$ cat src/rtl/http_request_line_parser_assert.svh
// Assertion macros shared by the request-line parser RTL.
// Depends on nothing; each user supplies clk and rst in its own scope.
`ifndef HTTP_REQUEST_LINE_PARSER_ASSERT_SVH
`define HTTP_REQUEST_LINE_PARSER_ASSERT_SVH

// Condition that holds at every clock edge outside reset.
`define HRLP_ASSERT_ALWAYS(lbl, cond, msg) \
  lbl: assert property (@(posedge clk) disable iff (rst) (cond)) else $error(msg);

// Consequent that holds in the same cycle as the antecedent.
`define HRLP_ASSERT_SAME(lbl, ante, cons, msg) \
  lbl: assert property (@(posedge clk) disable iff (rst) (ante) |-> (cons)) else $error(msg);

// Consequent that holds in the cycle after the antecedent.
`define HRLP_ASSERT_NEXT(lbl, ante, cons, msg) \
  lbl: assert property (@(posedge clk) disable iff (rst) (ante) |=> (cons)) else $error(msg);

`endif

$ cat src/rtl/hrlp_pkg.sv
// Shared widths, codes and beat types for the HTTP request-line parser.
// Depends on nothing; the other RTL files, apart from the assertion header, refer to it by scoped names.
package hrlp_pkg;

  // Field widths fixed by the external format.
  localparam int IDX_W  = 13;
  localparam int VER_W  = 10;
  localparam int BYTE_W = 8;

  // Default ring-buffer depth.
  localparam int BUF_DEPTH_DEF = 8192;

  // Status codes of a result beat.
  localparam logic [1:0] ST_MORE       = 2'd0;
  localparam logic [1:0] ST_DONE       = 2'd1;
  localparam logic [1:0] ST_BAD_METHOD = 2'd2;
  localparam logic [1:0] ST_BAD_REQ    = 2'd3;

  // Method codes.
  localparam logic [1:0] M_GET     = 2'd0;
  localparam logic [1:0] M_POST    = 2'd1;
  localparam logic [1:0] M_HEAD    = 2'd2;
  localparam logic [1:0] M_UNKNOWN = 2'd3;

  // One input byte after index reduction, handed from the input stage to the parser.
  typedef struct packed {
    logic [BYTE_W-1:0] data_byte;
    logic [IDX_W-1:0]  byte_index;
  } beat_t;

endpackage

$ cat src/rtl/hrlp_in_if.sv
// Input channel of the request-line parser: one request byte and its buffer index.
// Depends on hrlp_pkg for the field widths.
interface hrlp_in_if;
  logic                         valid;
  logic                         ready;
  logic [hrlp_pkg::BYTE_W-1:0]  data_byte;
  logic [hrlp_pkg::IDX_W-1:0]   byte_index;

  modport source (output valid, output data_byte, output byte_index, input ready);
  modport sink   (input valid, input data_byte, input byte_index, output ready);
endinterface

$ cat src/rtl/hrlp_out_if.sv
// Result channel of the request-line parser: status, method, versions and indices.
// Depends on hrlp_pkg for the field widths.
interface hrlp_out_if;
  logic                        valid;
  logic                        ready;
  logic [1:0]                  status;
  logic [1:0]                  method_code;
  logic [hrlp_pkg::VER_W-1:0]  version_major;
  logic [hrlp_pkg::VER_W-1:0]  version_minor;
  logic [hrlp_pkg::IDX_W-1:0]  line_start_index;
  logic [hrlp_pkg::IDX_W-1:0]  method_end_index;
  logic [hrlp_pkg::IDX_W-1:0]  uri_start_index;
  logic [hrlp_pkg::IDX_W-1:0]  uri_end_index;
  logic [hrlp_pkg::IDX_W-1:0]  line_end_index;

  modport source (
    output valid, output status, output method_code, output version_major,
    output version_minor, output line_start_index, output method_end_index,
    output uri_start_index, output uri_end_index, output line_end_index,
    input ready
  );
  modport sink (
    input valid, input status, input method_code, input version_major,
    input version_minor, input line_start_index, input method_end_index,
    input uri_start_index, input uri_end_index, input line_end_index,
    output ready
  );
endinterface

$ cat src/rtl/http_request_line_parser.sv
// HTTP/1.x request-line parser: one request byte in, one result beat out.
// An accepted input beat passes the input register and then the result register to become its result beat.
// Throughput is one byte per cycle; the input register and the result register each
// stall only while the stage after them holds an untaken beat.
// Reset is synchronous: both stages empty, parser in the start phase, fields zero, method kind unknown.
// Depends on hrlp_pkg, hrlp_in_if, hrlp_out_if, hrlp_idx_reduce and hrlp_fsm.
module http_request_line_parser #(
  parameter int BUF_DEPTH = hrlp_pkg::BUF_DEPTH_DEF
) (
  input  logic        clk,
  input  logic        rst,
  hrlp_in_if.sink     req,
  hrlp_out_if.source  res
);

  logic            beat_valid;
  logic            beat_ready;
  hrlp_pkg::beat_t beat;

  // Input register with index folding.
  hrlp_idx_reduce #(
    .BUF_DEPTH (BUF_DEPTH)
  ) u_idx_reduce (
    .clk        (clk),
    .rst        (rst),
    .req        (req),
    .beat_valid (beat_valid),
    .beat_ready (beat_ready),
    .beat       (beat)
  );

  // State machine and result register.
  hrlp_fsm #(
    .BUF_DEPTH (BUF_DEPTH)
  ) u_fsm (
    .clk        (clk),
    .rst        (rst),
    .beat_valid (beat_valid),
    .beat_ready (beat_ready),
    .beat       (beat),
    .res        (res)
  );

endmodule

$ cat src/rtl/hrlp_idx_reduce.sv
// Input register of the parser; folds the byte index into the ring-buffer range.
// Depends on hrlp_pkg and hrlp_in_if.
module hrlp_idx_reduce #(
  parameter int BUF_DEPTH = hrlp_pkg::BUF_DEPTH_DEF
) (
  input  logic              clk,
  input  logic              rst,
  hrlp_in_if.sink           req,
  output logic              beat_valid,
  input  logic              beat_ready,
  output hrlp_pkg::beat_t   beat
);

  localparam int IDX_W   = hrlp_pkg::IDX_W;
  localparam int IDX_MAX = (1 << IDX_W) - 1;

  logic [IDX_W-1:0] idx_red;
  logic             take;

  // Index modulo depth by restoring subtraction of the depth times each power of two
  // that still fits in the index range. Depths beyond the index range need no step.
  always_comb begin
    idx_red = req.byte_index;
    for (int k = IDX_W - 1; k >= 0; k--) begin
      if ((longint'(BUF_DEPTH) << k) <= longint'(IDX_MAX)) begin
        if (idx_red >= IDX_W'(longint'(BUF_DEPTH) << k)) begin
          idx_red = idx_red - IDX_W'(longint'(BUF_DEPTH) << k);
        end
      end
    end
  end

  // The register takes a new beat whenever it is empty or drains in this cycle.
  assign req.ready = !beat_valid || beat_ready;
  assign take      = req.valid && req.ready;

  always_ff @(posedge clk) begin
    if (rst) begin
      beat_valid <= 1'b0;
    end else if (req.ready) begin
      beat_valid <= req.valid;
    end
  end

  always_ff @(posedge clk) begin
    if (take) begin
      beat.data_byte  <= req.data_byte;
      beat.byte_index <= idx_red;
    end
  end

endmodule

$ cat src/rtl/hrlp_fsm.sv
// Request-line state machine and result register of the parser.
// Depends on hrlp_pkg, hrlp_out_if and http_request_line_parser_assert.svh.
`include "http_request_line_parser_assert.svh"

module hrlp_fsm #(
  parameter int BUF_DEPTH = hrlp_pkg::BUF_DEPTH_DEF
) (
  input  logic              clk,
  input  logic              rst,
  input  logic              beat_valid,
  output logic              beat_ready,
  input  hrlp_pkg::beat_t   beat,
  hrlp_out_if.source        res
);

  localparam int IDX_W = hrlp_pkg::IDX_W;
  localparam int VER_W = hrlp_pkg::VER_W;

  // Parse phases; the unused code behaves like the start phase.
  localparam logic [3:0] PH_START  = 4'd0;
  localparam logic [3:0] PH_METHOD = 4'd1;
  localparam logic [3:0] PH_SP_URI = 4'd2;
  localparam logic [3:0] PH_URI    = 4'd3;
  localparam logic [3:0] PH_HTTP   = 4'd4;
  localparam logic [3:0] PH_H      = 4'd5;
  localparam logic [3:0] PH_HT     = 4'd6;
  localparam logic [3:0] PH_HTT    = 4'd7;
  localparam logic [3:0] PH_HTTP5  = 4'd8;
  localparam logic [3:0] PH_MAJ1   = 4'd9;
  localparam logic [3:0] PH_MAJ    = 4'd10;
  localparam logic [3:0] PH_MIN1   = 4'd11;
  localparam logic [3:0] PH_MIN    = 4'd12;
  localparam logic [3:0] PH_SP_END = 4'd13;
  localparam logic [3:0] PH_ALMOST = 4'd14;

  // Characters of the request line.
  localparam logic [7:0] CH_CR    = 8'd13;
  localparam logic [7:0] CH_LF    = 8'd10;
  localparam logic [7:0] CH_SP    = 8'h20;
  localparam logic [7:0] CH_SLASH = 8'h2F;
  localparam logic [7:0] CH_DOT   = 8'h2E;
  localparam logic [7:0] CH_H     = 8'h48;
  localparam logic [7:0] CH_T     = 8'h54;
  localparam logic [7:0] CH_P     = 8'h50;

  localparam logic [VER_W-1:0] VER_MAX = VER_W'(999);
  localparam logic [31:0] LET_GET  = 32'h0047_4554;
  localparam logic [31:0] LET_POST = 32'h504F_5354;
  localparam logic [31:0] LET_HEAD = 32'h4845_4144;

  // Upper-case letter or underscore.
  function automatic logic is_method_char(input logic [7:0] c);
    return (c >= 8'h41 && c <= 8'h5A) || c == 8'h5F;
  endfunction

  function automatic logic is_digit(input logic [7:0] c);
    return c >= 8'h30 && c <= 8'h39;
  endfunction

  // One more decimal digit, saturating at the version limit.
  function automatic logic [VER_W-1:0] ver_acc(input logic [VER_W-1:0] v,
                                               input logic [7:0] c);
    logic [13:0] n;
    n = 14'({v, 3'b000}) + 14'({v, 1'b0}) + 14'(c[3:0]);
    return (n > 14'(VER_MAX)) ? VER_MAX : n[VER_W-1:0];
  endfunction

  function automatic logic [1:0] classify(input logic [2:0] len, input logic [31:0] let3);
    logic [1:0] kind;
    kind = hrlp_pkg::M_UNKNOWN;
    if (len == 3'd3 && let3 == LET_GET) begin
      kind = hrlp_pkg::M_GET;
    end else if (len == 3'd4 && let3 == LET_POST) begin
      kind = hrlp_pkg::M_POST;
    end else if (len == 3'd4 && let3 == LET_HEAD) begin
      kind = hrlp_pkg::M_HEAD;
    end
    return kind;
  endfunction

  logic [3:0]       phase, phase_next;
  logic [2:0]       method_length, method_length_next;
  logic [31:0]      method_letters, method_letters_next;
  logic [1:0]       method_kind, method_kind_next;
  logic [VER_W-1:0] major_version, major_version_next;
  logic [VER_W-1:0] minor_version, minor_version_next;
  logic [IDX_W-1:0] start_index, start_index_next;
  logic [IDX_W-1:0] method_stop, method_stop_next;
  logic [IDX_W-1:0] uri_begin, uri_begin_next;
  logic [IDX_W-1:0] uri_stop, uri_stop_next;
  logic [IDX_W-1:0] end_index, end_index_next;
  logic             end_seen, end_seen_next;
  logic [1:0]       status_next;
  logic             done;
  logic             take;
  logic [7:0]       c;
  logic [IDX_W-1:0] idx;
  logic [IDX_W-1:0] idx_inc;
  logic [IDX_W-1:0] idx_dec;

  assign c   = beat.data_byte;
  assign idx = beat.byte_index;

  // Neighbors in the ring buffer, wrapping at the depth.
  assign idx_inc = (32'(idx) == BUF_DEPTH - 1) ? '0 : idx + 1'b1;
  assign idx_dec = (idx == '0) ? IDX_W'(BUF_DEPTH - 1) : idx - 1'b1;

  // A beat is parsed when the result register is free or drains now.
  assign beat_ready = !res.valid || res.ready;
  assign take       = beat_valid && beat_ready;

  // Next state for one request byte.
  always_comb begin
    phase_next          = phase;
    method_length_next  = method_length;
    method_letters_next = method_letters;
    method_kind_next    = method_kind;
    major_version_next  = major_version;
    minor_version_next  = minor_version;
    start_index_next    = start_index;
    method_stop_next    = method_stop;
    uri_begin_next      = uri_begin;
    uri_stop_next       = uri_stop;
    end_index_next      = end_index;
    end_seen_next       = end_seen;
    status_next         = hrlp_pkg::ST_MORE;
    done                = 1'b0;

    case (phase)
      PH_METHOD: begin
        if (c == CH_SP) begin
          method_stop_next = idx;
          method_kind_next = classify(method_length, method_letters);
          phase_next       = PH_SP_URI;
        end else if (is_method_char(c)) begin
          if (method_length < 3'd4) begin
            method_letters_next = {method_letters[23:0], c};
          end
          if (method_length < 3'd7) begin
            method_length_next = method_length + 3'd1;
          end
        end else begin
          status_next = hrlp_pkg::ST_BAD_METHOD;
        end
      end
      PH_SP_URI: begin
        if (c == CH_SLASH) begin
          uri_begin_next = idx_inc;
          phase_next     = PH_URI;
        end else if (c != CH_SP) begin
          status_next = hrlp_pkg::ST_BAD_REQ;
        end
      end
      PH_URI: begin
        if (c == CH_SP) begin
          uri_stop_next = idx;
          phase_next    = PH_HTTP;
        end
      end
      PH_HTTP: begin
        if (c == CH_H) begin
          phase_next = PH_H;
        end else if (c != CH_SP) begin
          status_next = hrlp_pkg::ST_BAD_REQ;
        end
      end
      PH_H: begin
        if (c == CH_T) phase_next = PH_HT; else status_next = hrlp_pkg::ST_BAD_REQ;
      end
      PH_HT: begin
        if (c == CH_T) phase_next = PH_HTT; else status_next = hrlp_pkg::ST_BAD_REQ;
      end
      PH_HTT: begin
        if (c == CH_P) phase_next = PH_HTTP5; else status_next = hrlp_pkg::ST_BAD_REQ;
      end
      PH_HTTP5: begin
        if (c == CH_SLASH) phase_next = PH_MAJ1; else status_next = hrlp_pkg::ST_BAD_REQ;
      end
      PH_MAJ1: begin
        if (c >= 8'h31 && c <= 8'h39) begin
          major_version_next = VER_W'(c[3:0]);
          phase_next         = PH_MAJ;
        end else begin
          status_next = hrlp_pkg::ST_BAD_REQ;
        end
      end
      PH_MAJ: begin
        if (c == CH_DOT) begin
          phase_next = PH_MIN1;
        end else if (is_digit(c)) begin
          major_version_next = ver_acc(major_version, c);
        end else begin
          status_next = hrlp_pkg::ST_BAD_REQ;
        end
      end
      PH_MIN1: begin
        if (is_digit(c)) begin
          minor_version_next = VER_W'(c[3:0]);
          phase_next         = PH_MIN;
        end else begin
          status_next = hrlp_pkg::ST_BAD_REQ;
        end
      end
      PH_MIN: begin
        if (c == CH_CR) begin
          phase_next = PH_ALMOST;
        end else if (c == CH_LF) begin
          done = 1'b1;
        end else if (c == CH_SP) begin
          phase_next = PH_SP_END;
        end else if (is_digit(c)) begin
          minor_version_next = ver_acc(minor_version, c);
        end else begin
          status_next = hrlp_pkg::ST_BAD_REQ;
        end
      end
      PH_SP_END: begin
        if (c == CH_CR) begin
          phase_next = PH_ALMOST;
        end else if (c == CH_LF) begin
          done = 1'b1;
        end else if (c != CH_SP) begin
          status_next = hrlp_pkg::ST_BAD_REQ;
        end
      end
      PH_ALMOST: begin
        // The CR ending records the index of the CR itself.
        end_index_next = idx_dec;
        end_seen_next  = 1'b1;
        if (c == CH_LF) begin
          done = 1'b1;
        end else begin
          status_next = hrlp_pkg::ST_BAD_REQ;
        end
      end
      default: begin
        // Start phase: skip blank line bytes, reject a byte that cannot start a method, otherwise open a new method.
        start_index_next = idx;
        end_seen_next    = 1'b0;
        if (c == CH_CR || c == CH_LF) begin
          phase_next = PH_START;
        end else if (!is_method_char(c)) begin
          status_next = hrlp_pkg::ST_BAD_METHOD;
        end else begin
          method_length_next  = 3'd1;
          method_letters_next = {24'd0, c};
          phase_next          = PH_METHOD;
        end
      end
    endcase

    // End of line: a bare LF ending reports the LF index.
    if (done) begin
      if (!end_seen_next) begin
        end_index_next = idx;
      end
      status_next = hrlp_pkg::ST_DONE;
      phase_next  = PH_START;
    end
    if (status_next == hrlp_pkg::ST_BAD_METHOD || status_next == hrlp_pkg::ST_BAD_REQ) begin
      phase_next = PH_START;
    end
  end

  // Parser state.
  always_ff @(posedge clk) begin
    if (rst) begin
      phase          <= PH_START;
      method_length  <= '0;
      method_letters <= '0;
      method_kind    <= hrlp_pkg::M_UNKNOWN;
      major_version  <= '0;
      minor_version  <= '0;
      start_index    <= '0;
      method_stop    <= '0;
      uri_begin      <= '0;
      uri_stop       <= '0;
      end_index      <= '0;
      end_seen       <= 1'b0;
    end else if (take) begin
      phase          <= phase_next;
      method_length  <= method_length_next;
      method_letters <= method_letters_next;
      method_kind    <= method_kind_next;
      major_version  <= major_version_next;
      minor_version  <= minor_version_next;
      start_index    <= start_index_next;
      method_stop    <= method_stop_next;
      uri_begin      <= uri_begin_next;
      uri_stop       <= uri_stop_next;
      end_index      <= end_index_next;
      end_seen       <= end_seen_next;
    end
  end

  // Result register valid flag.
  always_ff @(posedge clk) begin
    if (rst) begin
      res.valid <= 1'b0;
    end else if (beat_ready) begin
      res.valid <= beat_valid;
    end
  end

  // Result payload: the status and every reported field after this byte.
  always_ff @(posedge clk) begin
    if (take) begin
      res.status           <= status_next;
      res.method_code      <= method_kind_next;
      res.version_major    <= major_version_next;
      res.version_minor    <= minor_version_next;
      res.line_start_index <= start_index_next;
      res.method_end_index <= method_stop_next;
      res.uri_start_index  <= uri_begin_next;
      res.uri_end_index    <= uri_stop_next;
      res.line_end_index   <= end_index_next;
    end
  end

  // Every parsed byte shows up as a result beat in the cycle after it is parsed.
  `HRLP_ASSERT_NEXT(a_take_gives_result, take, res.valid, "parsed byte produced no result")
  // A finished or rejected line always returns the parser to the start phase.
  `HRLP_ASSERT_NEXT(a_end_restarts, take && status_next != hrlp_pkg::ST_MORE,
                    phase == PH_START, "parser did not restart after line end")
  // Without a parsed byte the parser state does not move.
  `HRLP_ASSERT_NEXT(a_idle_holds, !take, $stable(phase) && $stable(method_length),
                    "parser state changed without a byte")
  // Reported versions never pass the saturation limit.
  `HRLP_ASSERT_SAME(a_ver_sat, res.valid,
                    res.version_major <= VER_MAX && res.version_minor <= VER_MAX,
                    "version above saturation limit")

endmodule
$ cat src/flat_wrapper.sv
// flat-port wrapper written by rule: the top's interface ports become plain ports
module http_request_line_parser_flat 
#(
  parameter int BUF_DEPTH = hrlp_pkg::BUF_DEPTH_DEF
)
  (clk, rst, req_valid, req_data_byte, req_byte_index, req_ready, res_valid, res_status, res_method_code, res_version_major, res_version_minor, res_line_start_index, res_method_end_index, res_uri_start_index, res_uri_end_index, res_line_end_index, res_ready);
  hrlp_in_if req_i ();
  hrlp_out_if res_i ();
  input  logic clk;
  input  logic rst;
  input wire logic [$bits(req_i.valid)-1:0] req_valid;
  input wire logic [$bits(req_i.data_byte)-1:0] req_data_byte;
  input wire logic [$bits(req_i.byte_index)-1:0] req_byte_index;
  output wire logic [$bits(req_i.ready)-1:0] req_ready;
  output wire logic [$bits(res_i.valid)-1:0] res_valid;
  output wire logic [$bits(res_i.status)-1:0] res_status;
  output wire logic [$bits(res_i.method_code)-1:0] res_method_code;
  output wire logic [$bits(res_i.version_major)-1:0] res_version_major;
  output wire logic [$bits(res_i.version_minor)-1:0] res_version_minor;
  output wire logic [$bits(res_i.line_start_index)-1:0] res_line_start_index;
  output wire logic [$bits(res_i.method_end_index)-1:0] res_method_end_index;
  output wire logic [$bits(res_i.uri_start_index)-1:0] res_uri_start_index;
  output wire logic [$bits(res_i.uri_end_index)-1:0] res_uri_end_index;
  output wire logic [$bits(res_i.line_end_index)-1:0] res_line_end_index;
  input wire logic [$bits(res_i.ready)-1:0] res_ready;
  assign req_i.valid = req_valid;
  assign req_i.data_byte = req_data_byte;
  assign req_i.byte_index = req_byte_index;
  assign req_ready = req_i.ready;
  assign res_valid = res_i.valid;
  assign res_status = res_i.status;
  assign res_method_code = res_i.method_code;
  assign res_version_major = res_i.version_major;
  assign res_version_minor = res_i.version_minor;
  assign res_line_start_index = res_i.line_start_index;
  assign res_method_end_index = res_i.method_end_index;
  assign res_uri_start_index = res_i.uri_start_index;
  assign res_uri_end_index = res_i.uri_end_index;
  assign res_line_end_index = res_i.line_end_index;
  assign res_i.ready = res_ready;
  http_request_line_parser #(.BUF_DEPTH(BUF_DEPTH)) u_core (.clk(clk), .rst(rst), .req(req_i), .res(res_i));
endmodule
$ cat config.mk
export PLATFORM = sky130hd
export DESIGN_NAME = http_request_line_parser_flat
export DESIGN_NICKNAME = d
export VERILOG_FILES = /design/src/rtl/hrlp_pkg.sv /design/src/rtl/hrlp_in_if.sv /design/src/rtl/hrlp_out_if.sv /design/src/rtl/http_request_line_parser.sv /design/src/rtl/hrlp_idx_reduce.sv /design/src/rtl/hrlp_fsm.sv /design/src/flat_wrapper.sv
export VERILOG_INCLUDE_DIRS = /design/src /design/src/rtl
export SDC_FILE = /design/constraint.sdc
export NUM_CORES = 1
export LEC_CHECK = 0
export BUFFER_PORTS_ARGS = -buffer_cell sky130_fd_sc_hd__buf_2
export CORE_UTILIZATION = 25
export DETAILED_ROUTE_END_ITERATION = 8
export GPL_TIMING_DRIVEN = 0
export SKIP_CTS_REPAIR_TIMING = 1
export SLEW_MARGIN = 20
export SYNTH_ARGS = -nofsm -noshare
export SYNTH_HDL_FRONTEND = slang
export SYNTH_HIERARCHICAL = 1
export SYNTH_SLANG_ARGS = --single-unit
$ cat constraint.sdc
create_clock -name clk -period 3.8 [get_ports clk]
set_input_delay 0.19 -clock clk [delete_from_list [all_inputs] [get_ports clk]]
set_output_delay 0.19 -clock clk [all_outputs]
set_load 0.03 [all_outputs]
==> metrics.csv, run 1 <==
metric;value;unit
outcome;complete, no violations;
CP endpoint kind;flop;
Die Width;218;um
YS warnings;6;
total die area;0.0475;mm2
largest net degree at the start of global routing;74;
share of layout cells above drive strength 1;0.160;
CP arrival;4090;ps
ys async rst share;0;
Seq/Total Area, Yosys;0.505;
global-route wire length before repair;53.7;mm
final hold viol count;0;
gr ovfl total;0;
Max Clock Skew;10.9;ps
RePlAce Congestion;0.896;
period utilization;0.978;
clk slew on worst S/H paths;60;ps
Main synth FF type;dfxtp_1;
Fill cells;4680;
Max FO, Critical Path;6;
IO Count;116;
Area after DPL;0.0130;mm2
final instance area;0.0143;mm2
WHS;32.9;ps
First DRT Iteration DRCs;803;
CTS buffer count;25;
initial core utilization;0.255;
Fmax;0.269;GHz
antenna viol nets, final;0;
Final Max Tran Viols;0;
core area;0.0457;mm2
Pwr Density;421;mW/mm2
drt total wl;35.0;mm
post-synthesis cell count;1266;
flops & latches, synth;239;
CTS tree;yes;
Die Span Y;218;um
Max-slew headroom;0.264;
global-route usage over all layers;0.143;
slowest library cell on the worst path;fa_1;
Via Count;10100;
Port-buffer cells;115;
H-Tree Level Count;1;
DR vias/cell;4.89;
number of max-cap violations;0;
# DRC;0;
Clock Path Buffers;3;
HPWL after detailed placement;24.9;mm
DR WL/cell;17.0;um
clk_lat worst skew;560;ps
Final WS setup;82.1;ps
post-synthesis cell area;0.0117;mm2
Final min period;3720;ps
FP Rows;78;
EDFF count, synth;110;
initial antenna violation count;3;
CP required;4170;ps
Lkg Pwr;5.40;nW
CTS Sinks;239;
Final setup viols;0;
Nets;1512;
vias in the first global route;9348;
crit path kind;flop to flop;
post-place setup slack;-351;ps
root buffer cell;clkbuf_16;
Synth cell types;74;
Avg Inst Size Synth;9.21;um2
Hold Crit Class;input port to flop;
Critical Path, Cell by Cell;buf_4 > fa_1 > inv_1 > fa_2 > nor2b_2 > o31a_2 > o211ai_1 > a211o_1 > a2111o_1 > a41o_4 > or2_2 > o21ai_1;
setup TNS;0;ps
Slew @ Worst Pin;1090;ps
DRT Pass-1 Iters;5;
syn nets;1338;
slowest stage delay, CP;560;ps
Worst setup SP type;flop;
area grow syn2layout;22.8;%
IR drop worst, VDD;284;uV
## cell families after synthesis
family	synth area share
AOI/OAI and AO/OA	0.149
xor gates and xnor gates	0.0165
adders and majority gates	0.0530
buffers and inverters	0.0338
DFF	0.505
muxes	0.0257
and+or+nand+nor	0.217
## final timing paths
path	endpoint	startpoint	slack, ps	cells after the start
hold reg to reg	u_core/u_fsm/start_index[3]	u_core/u_fsm/start_index[3]	460	2
setup reg to reg	u_core/u_fsm/res.version_minor[4]	u_core/u_idx_reduce/beat[16]	80	12
setup / recovery	u_core/u_fsm/res.version_minor[4]	u_core/u_idx_reduce/beat[16]	80	12
hold / removal	u_core/u_fsm/res.valid	res_ready	30	3
## layout by cell type, fill, tap and decap left out, types with 12 or more instances in the layout
cell / synthesis / routed
a21o_1: 12 / 12
a21oi_1: 103 / 100
and3_1: 16 / 16
buf_2: 6 / 121
clkbuf_1: 65 / 68
clkbuf_16: 0 / 26
dfxtp_1: 129 / 129
dlygate4sd3_1: 0 / 23
edfxtp_1: 110 / 110
ha_1: 43 / 43
inv_1: 28 / 28
mux2_2: 23 / 23
nand2_1: 200 / 200
nand2b_1: 14 / 13
nand3_1: 50 / 50
nor2_1: 136 / 136
nor3_1: 56 / 56
o21ai_0: 68 / 65
## area by class of cell
class | count | area (um2) | share of cell area
sequential | 239 | 5890 | 0.411
buffer | 74 | 295 | 0.0206
clock buffer | 33 | 697 | 0.0487
antenna | 2 | 5.00 | 0.000350
inverter | 28 | 105 | 0.00734
tap | 600 | 751 | 0.0524
timing repair buffer | 148 | 901 | 0.0629
multi-input combinational | 924 | 5490 | 0.383
clock inverter | 13 | 190 | 0.0133
## per-layer routing
| metal | global-route usage | wire, um | vias up | share of wire |
|---|---|---|---|---|
| met5 | 0 | 13 | - | 0.00037 |
| met4 | 0.0476 | 935 | 2 | 0.027 |
| met3 | 0.0290 | 2370 | 56 | 0.068 |
| met2 | 0.226 | 15800 | 360 | 0.45 |
| met1 | 0.193 | 15800 | 4791 | 0.45 |
| li1 | - | - | 4879 | - |
## registers in the layout, indices dropped and copies added, names as in the netlist
register / cells
u_core/u_fsm/method_letters: 32
u_core/u_idx_reduce/beat: 21
u_core/u_fsm/end_index: 13
u_core/u_fsm/method_stop: 13
u_core/u_fsm/res.line_end_index: 13
u_core/u_fsm/res.line_start_index: 13
u_core/u_fsm/res.method_end_index: 13
u_core/u_fsm/res.uri_end_index: 13
u_core/u_fsm/res.uri_start_index: 13
u_core/u_fsm/start_index: 13
u_core/u_fsm/uri_begin: 13
u_core/u_fsm/uri_stop: 13
u_core/u_fsm/major_version: 10
u_core/u_fsm/minor_version: 10
u_core/u_fsm/res.version_major: 10
u_core/u_fsm/res.version_minor: 10
u_core/u_fsm/phase: 4
u_core/u_fsm/method_length: 3
u_core/u_fsm/method_kind: 2
u_core/u_fsm/res.method_code: 2
u_core/u_fsm/res.status: 2
u_core/u_fsm/end_seen: 1
u_core/u_fsm/res.valid: 1
u_core/u_idx_reduce/beat_valid: 1
## worst max-delay path: cells and delay by family, from the launching register on
kind,cells,cell delay (ps)
AO/OA/AOI/OAI,6,1540
adder cells (fa/ha/maj),2,920
AND/OR/NAND/NOR,2,460
flip-flops,1,400
buffers and inverters,2,220
## cell usage after synthesis, drive strengths merged (5+ instances only)
| master | number | share of area |
|---|---|---|
| nand2 | 200 | 0.064 |
| nor2 | 136 | 0.044 |
| dfxtp | 129 | 0.22 |
| edfxtp | 110 | 0.28 |
| a21oi | 105 | 0.046 |
| o21ai | 69 | 0.030 |
| clkbuf | 65 | 0.021 |
| nor3 | 57 | 0.025 |
| nand3 | 50 | 0.021 |
| ha | 43 | 0.046 |
| inv | 28 | 0.0090 |
| mux2 | 23 | 0.022 |
| and3 | 16 | 0.0086 |
| nand2b | 15 | 0.0087 |
| a21o | 12 | 0.0077 |
| or3 | 11 | 0.0059 |
| xnor2 | 11 | 0.0083 |
| xor2 | 11 | 0.0083 |
| buf | 10 | 0.0039 |
| or2 | 10 | 0.0054 |
| a31oi | 8 | 0.0043 |
| nor2b | 8 | 0.0043 |
| o211ai | 8 | 0.0052 |
| o22ai | 8 | 0.0043 |
| nand4 | 7 | 0.0038 |
| nor4 | 7 | 0.0038 |
| nor4b | 7 | 0.0053 |
| o31ai | 7 | 0.0045 |
| o21a | 6 | 0.0039 |
| a211o | 5 | 0.0038 |
| nor3b | 5 | 0.0036 |
## report_power, final
part	internal [mW]	leakage [nW]	switching, mW	total, mW
clock	1.58	0.435	1.08	2.66
combinational	0.158	2.89	0.370	0.528
sequential	2.80	2.07	0.0449	2.84
## metrics by stage
step                      power [mW]  instances   util
after floorplan                 3.22       1266      -
after global placement          3.39       1981  0.284
after detailed placement        3.40       1982  0.285
after CTS                       6.06       2028  0.304
after global routing            6.24       2061  0.313
final                           6.03       2061  0.313
Note: power is estimated with default switching activity, not from simulation.
==> inputs of run 2 (changes only) <==
--- a/config.mk
+++ b/config.mk
@@ -7,9 +7,10 @@
 export NUM_CORES = 1
 export LEC_CHECK = 0
 export BUFFER_PORTS_ARGS = -buffer_cell sky130_fd_sc_hd__buf_2
-export CORE_UTILIZATION = 25
+export CORE_UTILIZATION = 50
 export DETAILED_ROUTE_END_ITERATION = 8
 export GPL_TIMING_DRIVEN = 0
+export PLACE_DENSITY = 0.72
 export SKIP_CTS_REPAIR_TIMING = 1
 export SLEW_MARGIN = 20
 export SYNTH_ARGS = -nofsm -noshare
==> run 2 against run 1 <==
Net effect: clock skew increased by 7.6 ps; via count increased by 0.49%; count of clock-buffer cells in the layout increased by 6; sequential power about the same; global-route usage increased by 11 points; sequential share of layout area increased by 1.4 points; total power decreased by 2.3%; routed wire length decreased by 10%; hold slack improved by 54 ps; sequential cell count unchanged; non-clock buffer count decreased by 5; critical path type unchanged; critical endpoint is now u_core/u_fsm/res.version_major[3]; largest power group unchanged.
==> metrics.csv, run 2 (synthesis gave the netlist of run 1 again) <==
metric;value;unit;change
WHS Endpoint;u_core/u_fsm/res.valid;;unchanged
Worst Setup SP;u_core/u_idx_reduce/beat[16];;unchanged
global-route wire length before repair;48.9;mm;was 53.7 mm
Worst setup SP type;flop;;unchanged
Port-buffer cells;115;;unchanged
number of max-cap violations;0;;unchanged
crit path kind;flop to flop;;unchanged
CTS buffer count;25;;unchanged
vias in the first global route;9233;;was 9,348
area grow syn2layout;18.7;%;was 22.8%
Fmax;0.272;GHz;was 0.269 GHz
ant diodes;0;;was 2
outcome;complete, no violations;;unchanged
First DRT Iteration DRCs;941;;was 803
core area;0.0228;mm2;was 0.0457 mm2
most common library cell in the layout ignoring fill and taps;nand2_1;;unchanged
clk slew on worst S/H paths;60;ps;about the same
period utilization;0.968;;was 0.978
setup TNS;0;ps;unchanged
R2R Setup Slk;120;ps;was 80 ps
final instance count without filler cells;1767;;was 2,061
DR vias/cell;5.74;;was 4.89
gr ovfl total;0;;unchanged
Max-slew headroom;0.378;;was 0.264
H-Tree Level Count;1;;unchanged
CTS Sinks;239;;unchanged
reg2reg end;u_core/u_fsm/res.version_major[3];;was u_core/u_fsm/res.version_minor[4]
WHS Path Cells;3;;unchanged
Max Clock Skew;18.5;ps;was 10.9 ps
Reg2Reg Depth;12;;unchanged
HP Start;res_ready;;unchanged
Die Width;155;um;was 218 um
# DRC;0;;unchanged
Final Max Tran Viols;0;;unchanged
slowest stage delay, CP;570;ps;was 560 ps
drt total wl;31.4;mm;was 35.0 mm
CP arrival;4020;ps;was 4090 ps
Die Span Y;155;um;was 218 um
final hold viol count;0;;unchanged
CTS tree;yes;;unchanged
IR drop worst, VDD;267;uV;was 284 uV
DRT Pass-1 Iters;5;;unchanged
total die area;0.0239;mm2;was 0.0475 mm2
Max FO, Critical Path;8;;was 6
Hold Crit Class;input port to flop;;unchanged
FP Rows;55;;was 78
Reg-to-Reg Start;u_core/u_idx_reduce/beat[16];;unchanged
HPWL after detailed placement;22.0;mm;was 24.9 mm
share of layout cells above drive strength 1;0.151;;was 0.160
Lkg Pwr;5.34;nW;was 5.40 nW
Nets;1507;;was 1,512
Clock Path Buffers;3;;unchanged
most frequent cells in the layout;nand2_1, nor2_1, dfxtp_1, buf_2, edfxtp_1;;unchanged
antenna viol nets, final;0;;unchanged
Via Count;10100;;about the same
Final setup viols;0;;unchanged
Final min period;3680;ps;was 3720 ps
Slew @ Worst Pin;925;ps;was 1090 ps
initial core utilization;0.512;;was 0.255
initial antenna violation count;0;;was 3
largest net degree at the start of global routing;99;;was 74
CP endpoint kind;flop;;unchanged
slowest library cell on the worst path;fa_1;;unchanged
Fill cells;1917;;was 4,680
CP required;4150;ps;was 4170 ps
RePlAce Congestion;0.934;;was 0.896
DR WL/cell;17.8;um;was 17.0 um
CP most frequent cell;fa_1;;
placed cell count;1694;;was 1,982
Largest Register;u_core/u_fsm/method_letters;;unchanged
Largest register FFs;32;;unchanged
global-route usage over all layers;0.258;;was 0.143
clk_lat worst skew;530;ps;was 560 ps
Critical Path, Cell by Cell;buf_4 > fa_1 > inv_1 > fa_1 > nand2b_1 > a21oi_4 > o21bai_4 > a21oi_2 > xor2_1 > or4_4 > or2_0 > o211ai_1;;was buf_4 > fa_1 > inv_1 > fa_2 > nor2b_2 > o31a_2 > o211ai_1 > a211o_1 > a2111o_1 > a41o_4 > or2_2 > o21ai_1
IO Count;116;;unchanged
top flop regs;u_core/u_fsm/method_letters (32), u_core/u_idx_reduce/beat (21);;unchanged
Pwr Density;426;mW/mm2;was 421 mW/mm2
root buffer cell;clkbuf_16;;unchanged
## run 2: power breakdown
group / switching (mW) / leakage [nW] / internal, mW
logic: 0.360 / 2.85 / 0.153
registers: 0.0449 / 2.07 / 2.80
clock network: 0.995 / 0.413 / 1.54
total: 1.40 / 5.34 / 4.49
## run 2: critical path, delay by kind of cell (launching register included)
family / cells / cell delay, ps
compound gates: 4 / 710
flops: 1 / 420
simple gates: 3 / 980
buf+inv: 2 / 260
fa+ha+maj: 2 / 1020
xor+xnor: 1 / 110
## run 2: per-layer routing
layer / up-vias / track usage / wire, um
li1: 4881 / - / -
met1: 4802 / 0.350 / 13600
met2: 397 / 0.425 / 14800
met3: 57 / 0.0361 / 2290
met4: 0 / 0.0839 / 738
met5: - / 0 / 0
## run 2: how the worst max path moves through the flow
| stage | endpoint | cells past startpoint | slack, ps |
|---|---|---|---|
| final | u_core/u_fsm/res.version_major[3] | 12 | 120 |
| after global routing | u_core/u_fsm/res.version_major[3] | 11 | -30 |
| after CTS | u_core/u_fsm/res.version_major[1] | 12 | -250 |
| after detailed placement | u_core/u_fsm/res.version_major[1] | 12 | -210 |
| after global placement | u_core/u_fsm/res.version_major[4] | 12 | -210 |
| after floorplan | u_core/u_fsm/minor_version[4] | 11 | 240 |
## run 2: through the flow
step	instance area [um2]	total power, mW	hold WS (ps)	worst slack [ps]	utilization
floorplan	11700	3.22	252	240	-
global placement	12600	3.37	368	-207	0.554
detailed placement	12600	3.38	368	-212	0.555
CTS	13500	5.89	-177	-250	0.592
global route	13800	6.08	116	-31.9	0.607
finish	13800	5.89	87.0	123	0.607
## run 2: cell type report
cell class	count	area, um2	area share
flip-flops and latches	239	5890	0.425
multi-input cells	924	5460	0.394
repair buffers	143	843	0.0610
clock buffers	39	733	0.0530
well taps	313	392	0.0283
plain buffers	74	295	0.0213
clock inverters	7	124	0.00895
inverters	28	105	0.00760
